## src/sbc_pkg.sv

```systemverilog
// Package for the sphere/box contact block: shared widths, constants and flag types.
// Depends on nothing; every other source file imports it.
`default_nettype none

package sbc_pkg;

    localparam int AX_W   = 16;      // Q1.14 axis component
    localparam int HALF_W = 21;      // Q9.12 half size and radius
    localparam int LOC_W  = 22;      // clamped local coordinate, signed
    localparam int LEN_W  = 23;      // offset length and component magnitudes
    localparam int SS_W   = 46;      // sum of squares
    localparam int QUO_W  = 15;      // normal quotient
    localparam int DEP_W  = 22;      // depth
    localparam int NRM_W  = 16;      // normal component

    localparam int Q14_ONE = 16384;
    localparam int R_LIMIT = 4194304;

    typedef struct packed {
        logic border;   // at least one projection was clamped: centre outside
        logic far;      // offset too long for any radius to reach
    } t_flags;

endpackage

`default_nettype wire

```

## src/sbc_div.sv

```systemverilog
// Three-lane pipelined restoring divider for the normal, two quotient bits per
// stage, rounding half up; carries a side payload. Uses sbc_pkg.
`default_nettype none

module sbc_div #(
    parameter int SW = 8
) (
    input  logic                       i_clk,
    input  logic                       i_rst_n,
    input  logic                       i_en,
    input  logic                       i_vld,
    input  logic [sbc_pkg::LEN_W-1:0]  i_a [3],
    input  logic [sbc_pkg::LEN_W-1:0]  i_den,
    input  logic [SW-1:0]              i_side,
    output logic                       o_vld,
    output logic [sbc_pkg::QUO_W-1:0]  o_q [3],
    output logic [SW-1:0]              o_side
);
    import sbc_pkg::*;

    localparam int PER = 2;
    localparam int NS  = (QUO_W + PER - 1) / PER;
    localparam int NW  = LEN_W + 14;

    logic [NS:0]        r_v;
    logic [LEN_W-1:0]   r_rem [NS+1][3];
    logic [QUO_W-1:0]   r_nb  [NS+1][3];
    logic [QUO_W-1:0]   r_q   [NS+1][3];
    logic [LEN_W-1:0]   r_den [NS+1];
    logic [SW-1:0]      r_sd  [NS+1];
    logic [LEN_W-1:0]   n_rem [1:NS][3];
    logic [QUO_W-1:0]   n_nb  [1:NS][3];
    logic [QUO_W-1:0]   n_q   [1:NS][3];
    logic [NW-1:0]      n_num [3];

    // Numerator a * 2^14 + den / 2
    always_comb begin
        for (int l = 0; l < 3; l++) begin
            n_num[l] = {i_a[l], 14'd0} + NW'(i_den >> 1);
        end
    end

    always_comb begin
        logic [LEN_W-1:0] rm;
        logic [QUO_W-1:0] nb;
        logic [QUO_W-1:0] qq;
        logic [LEN_W:0]   t;
        for (int s = 1; s <= NS; s++) begin
            for (int l = 0; l < 3; l++) begin
                rm = r_rem[s-1][l];
                nb = r_nb[s-1][l];
                qq = r_q[s-1][l];
                for (int j = 0; j < PER; j++) begin
                    if ((s - 1) * PER + j < QUO_W) begin
                        t  = {rm, nb[QUO_W-1]};
                        nb = nb << 1;
                        if (t >= {1'b0, r_den[s-1]}) begin
                            t  = t - {1'b0, r_den[s-1]};
                            qq = {qq[QUO_W-2:0], 1'b1};
                        end else begin
                            qq = {qq[QUO_W-2:0], 1'b0};
                        end
                        rm = t[LEN_W-1:0];
                    end
                end
                n_rem[s][l] = rm;
                n_nb[s][l]  = nb;
                n_q[s][l]   = qq;
            end
        end
    end

    always_ff @(posedge i_clk) begin
        if (!i_rst_n) begin
            r_v <= '0;
        end else if (i_en) begin
            r_v <= {r_v[NS-1:0], i_vld};
        end
    end

    always_ff @(posedge i_clk) begin
        if (i_en) begin
            r_den[0] <= i_den;
            r_sd[0]  <= i_side;
            for (int l = 0; l < 3; l++) begin
                r_rem[0][l] <= LEN_W'(n_num[l][NW-1:QUO_W]);
                r_nb[0][l]  <= n_num[l][QUO_W-1:0];
                r_q[0][l]   <= '0;
            end
            for (int s = 1; s <= NS; s++) begin
                r_den[s] <= r_den[s-1];
                r_sd[s]  <= r_sd[s-1];
                for (int l = 0; l < 3; l++) begin
                    r_rem[s][l] <= n_rem[s][l];
                    r_nb[s][l]  <= n_nb[s][l];
                    r_q[s][l]   <= n_q[s][l];
                end
            end
        end
    end

    always_comb begin
        o_vld  = r_v[NS];
        o_side = r_sd[NS];
        for (int l = 0; l < 3; l++) o_q[l] = r_q[NS][l];
    end

endmodule

`default_nettype wire

```

## config.mk

```make
export PLATFORM = sky130hd
export DESIGN_NAME = sbc_div
export DESIGN_NICKNAME = d
export VERILOG_FILES = /design/src/sbc_pkg.sv /design/src/sbc_div.sv
export SDC_FILE = /design/constraint.sdc
export NUM_CORES = 2
export LEC_CHECK = 0
export ABC_AREA = 0
export BUFFER_PORTS_ARGS = -buffer_cell sky130_fd_sc_hd__buf_2
export CORE_UTILIZATION = 30
export DETAILED_ROUTE_END_ITERATION = 16
export PLACE_DENSITY = 0.44
export SLEW_MARGIN = 20
export SYNTH_ARGS = -nofsm -noshare
export SYNTH_HDL_FRONTEND = slang
export SYNTH_SLANG_ARGS = --single-unit
export TNS_END_PERCENT = 10
```

## constraint.sdc

```tcl
create_clock -name i_clk -period 9.5 [get_ports i_clk]
set_input_delay 1.425 -clock i_clk [delete_from_list [all_inputs] [get_ports i_clk]]
set_output_delay 1.425 -clock i_clk [all_outputs]
set_load 0.01 [all_outputs]
```

# == Word level (Yosys, flattened, before mapping) ==
# Memory sizes are Yosys's and may differ from the RTL's.
# Cells that the tools add are included.
# totals
ff_bits,9
latchBits,0
ram_bits,1710
mem_bits_ro,0
out_inout_bits,54
memories,5
# memory_table
memory,depth,width,read_ports,rd_clocked_by_memory_dff,write_ports,line_no,text
r_rem,9,69,8,0,9,sbc_div.sv:26,logic [LEN_W-1:0] r_rem [NS+1][3];
r_nb,9,45,8,0,9,sbc_div.sv:27,logic [QUO_W-1:0] r_nb [NS+1][3];
r_q,9,45,9,0,9,sbc_div.sv:28,logic [QUO_W-1:0] r_q [NS+1][3];
r_den,9,23,8,0,9,sbc_div.sv:29,logic [LEN_W-1:0] r_den [NS+1];
r_sd,9,8,9,0,9,sbc_div.sv:30,logic [SW-1:0] r_sd [NS+1];
# classes
add_sub_neg,48
multipliers,0
div,0
magnitude_cmp,45
eq_ne,0
shifts,0
n_mux,92
n_bitwise,0
reduce_logical,0
# ops
operator,n
greater-or-equal comparator 24 x 23 -> 1 bit,45
two-way mux 23 bit,45
subtractor 23 bit,45
adder 37 x 22 -> 37 bit,3
two-way mux 1 bit,47

# == Depth between registers and ports, before layout ==
# An unclocked memory read counts as a cell.
# depth
ltp_word,5
depth_mapped,30
ltp_nobuf,26

# == Worst setup path after synthesis ==
# Ideal clock, no wire load.
# synth_path
path_kind,register to register
startpoint,"mem r_den[4][7], in the netlist r_den[0][99]"
endpoint,"mem r_rem[5][39] (netlist bit), data pin"
setup_time_ns,0.260
arrival_ns,6.319
required_ns,9.240
slack_ns,2.921
stages_incl_launch_ff,27
path_buffers,3
path_cell_list,edfxtp_1 -> inv_1 -> ha_1 -> inv_1 -> fa_1 -> a21o_1 -> a221oi_1 -> nor3_1 -> or3_1 -> o21ai_1 -> a22o_1 -> clkbuf_1 -> clkbuf_1 -> nor2_1 -> a21oi_1 -> fa_1 -> nor2b_1 -> o2111ai_1 -> nand3_1 -> o21a_1 -> a2111oi_0 -> o21ai_0 -> a21oi_1 -> o21ai_0 -> nor2_4 -> buf_4 -> mux2_2
# synth_rtl
element,line_no
from (decl),sbc_div.sv:29
to (decl),sbc_div.sv:26

==> run_results.csv <==
group,metric,value,unit
placed_design,numPortBuffers,157,
cts,clock_latency,0.85,ns
cells_and_area,fin_util,33.8,%
route,first_iter_violations,4861,
synthesis,synth_cells,9254,
die,fp.dieH,551,µm
cts,cts_resized,0,
sta,max_freq,119,MHz
run,maxCapViolations,0,
cts,cts_root_buf,"clkbuf_16",
critical_path,critPathMaxStageDelay,0.83,ns
grt,grt_pass1_wl,453000,µm
synthesis,syn_area_per_cell,9.77,µm²
synthesis,synth_cell_types,99,
synthesis,synth_area_leader_cell,"edfxtp_1",
sta,tightest_slew,0.973,ns
placed_design,place.gp.congestion,0.926,
sta,setup_viol,0,
cells_and_area,design_area,101000,µm²
sta,hold_viol_final,0,
die,ios,158,
critical_path,crit_slowest_cell,"a2111oi_0",
critical_path,crit_family,"compound AO/OA/AOI/OAI gates",
die,rows,201,
synthesis,ys_seq_area_share,34.1,%
sta,maxSlewHeadroom,35.2,%
die,die_area,304000,µm²
synthesis,synth_area_leaders,"edfxtp_1, ha_1, mux2_2",
cts,clk_path_buf_depth,4,
synthesis,synth_warnings,0,
die,start_util,30.2,%
sta,period_share,88.3,%
cts,postCtsSetupBuffers,0,
cts,htree_levels,4,
route,ant_nets,0,
hold_path,hold_path_class,"reg -> reg",
placed_design,dp_hpwl,247000,µm
route,wirelength,309000,µm
critical_path,start_kind,"register",
cts,cts_tree,"built",
route,drc,0,
cells_and_area,fin_cells,13600,
synthesis,synth_nets,10400,
sta,finalSetupTns,0,ns
cells_and_area,area_delta_synth_final,12.0,%
grt,grt_usage,19.8,%
route,wl_per_cell,22.7,µm
synthesis,syn_area,90400,µm²
sta,report.final.slew_viol_count,0,
grt,grt_max_degree,139,
placed_design,place_area,96700,µm²
cts,clock-sinks,1030,
route,viasPerCell,5.33,
synthesis,synth_common_cells,"ha_1, edfxtp_1, a21oi_1, nor2_1, o21ai_0",
grt,overflow,0,
sta,skew,0.0641,ns
cells_and_area,finalNetCount,10700,
critical_path,required,10.07,ns
route,first_pass_iters,6,
critical_path,path_class,"reg -> reg",
cts,cts_buffers,144,
cells_and_area,fillers,30400,
critical_path,cp_num_buf_inv,3,
placed_design,dp_cells,13400,
critical_path,crit_path_cell_trace,"inv_1 > ha_1 > inv_1 > fa_1 > a21o_1 > a221oi_1 > nor3_1 > or3_1 > o21ai_1 > a22o_1 > inv_2 > nand2_1 > nand2_1 > ha_1 > nor2b_1 > o2111ai_1 > nand3_1 > o21a_1 > a2111oi_0 > o21ai_0 > a21oi_1 > o21ai_0 > nor2_4 > mux2_2",
critical_path,cp_data_arrival_time,8.96,ns
cts,cts_hold_buf,0,
synthesis,synth.top_cell.area_share,33.9,%
grt,antenna_found_initial,17,
cts,clkTransAtPathRegs,0.06,ns
grt,grt_pass1_vias,70500,
sta,rsz0062_at_grt,"false",
run_status,status,"complete, no violations",
cells_and_area,drive_gt1_share,12.5,%
die,fp.dieW,551,µm
synthesis,synth_edf_count,1021,
route,vias,72500,
synthesis,post-synth-top-count-cell,"ha_1",
sta,period_minus_slack,8.39,ns
synthesis,synth_seq_cells,1030,
synthesis,synth-main-ff-cell,"edfxtp_1",
critical_path,critPathMaxFanout,24,
die,core_area,300000,µm²
critical_path,end_kind,"register",
synthesis,async_flop_share,0,%
cells in the final DEF, fill, tap and decap left out, drive strengths merged, types with 90 or more instances in the layout:
master,Yosys,routed
a21o,340,340
a21oi,841,841
a31oi,90,90
buf,67,298
clkbuf,91,166
edfxtp,1021,1021
ha,1037,1037
inv,485,491
mux2,603,603
nand2,577,577
nand2b,124,124
nand3,161,161
nand4,138,138
nor2,642,642
nor2b,139,139
nor3,187,187
o21a,167,167
o21ai,590,590
o21bai,97,97
xnor2,561,561
xor2,238,238
registers in the layout, summed over array words and instances, names as in the netlist:
name	flops
r_rem	549
r_v	9
r_q	213
r_den	184
r_nb	3
r_sd	72
logic make-up after synthesis:
family          Yosys count  synth area share (%)
buf+inv                 645                  2.84
flops                  1030                  34.1
fa+ha+maj              1082                  15.3
xor+xnor                799                  7.74
compound gates         2696                  19.1
simple gates           2319                  12.4
mux                     683                  8.47
worst paths after layout:
path / cells after the start / start / slack [ns] / to
worst max-delay path: 24 / r_den[0][99] / 1.11 / r_rem[5][36]
worst min-delay path: 0 / r_sd[0][43] / 0.41 / r_sd[0][51]
worst max register to register: 24 / r_den[0][99] / 1.11 / r_rem[5][36]
worst min register to register: 0 / r_sd[0][43] / 0.41 / r_sd[0][51]
area by class of cell:
class	count	area, µm²	area share [%]
diodes	5	12.5	0.0124
clock buffers	166	3730	3.68
well taps	3958	4950	4.89
clock inverters	81	850	0.839
inverters	487	1830	1.81
multi-input cells	7579	57100	56.4
flip-flops and latches	1030	30800	30.5
repair buffers	298	1920	1.89
metrics by stage:
step	hold WS, ns	setup WS, ns
floorplan	0.400	2.92
global placement	0.400	1.27
detailed placement	0.405	1.19
CTS	0.405	1.12
global route	0.412	0.654
finish	0.405	1.11
routing by layer:
| metal | GRT usage, % | share of wire, % |
|---|---|---|
| met1 | 26.8 | 47 |
| met2 | 32.3 | 45 |
| met3 | 1.96 | 3.9 |
| met4 | 8.22 | 4.4 |
| met5 | 0 | 0 |
Power is left out: the tool's default activity adds up to more than one toggle a clock period on the data nets, which glitch-free logic cannot reach.
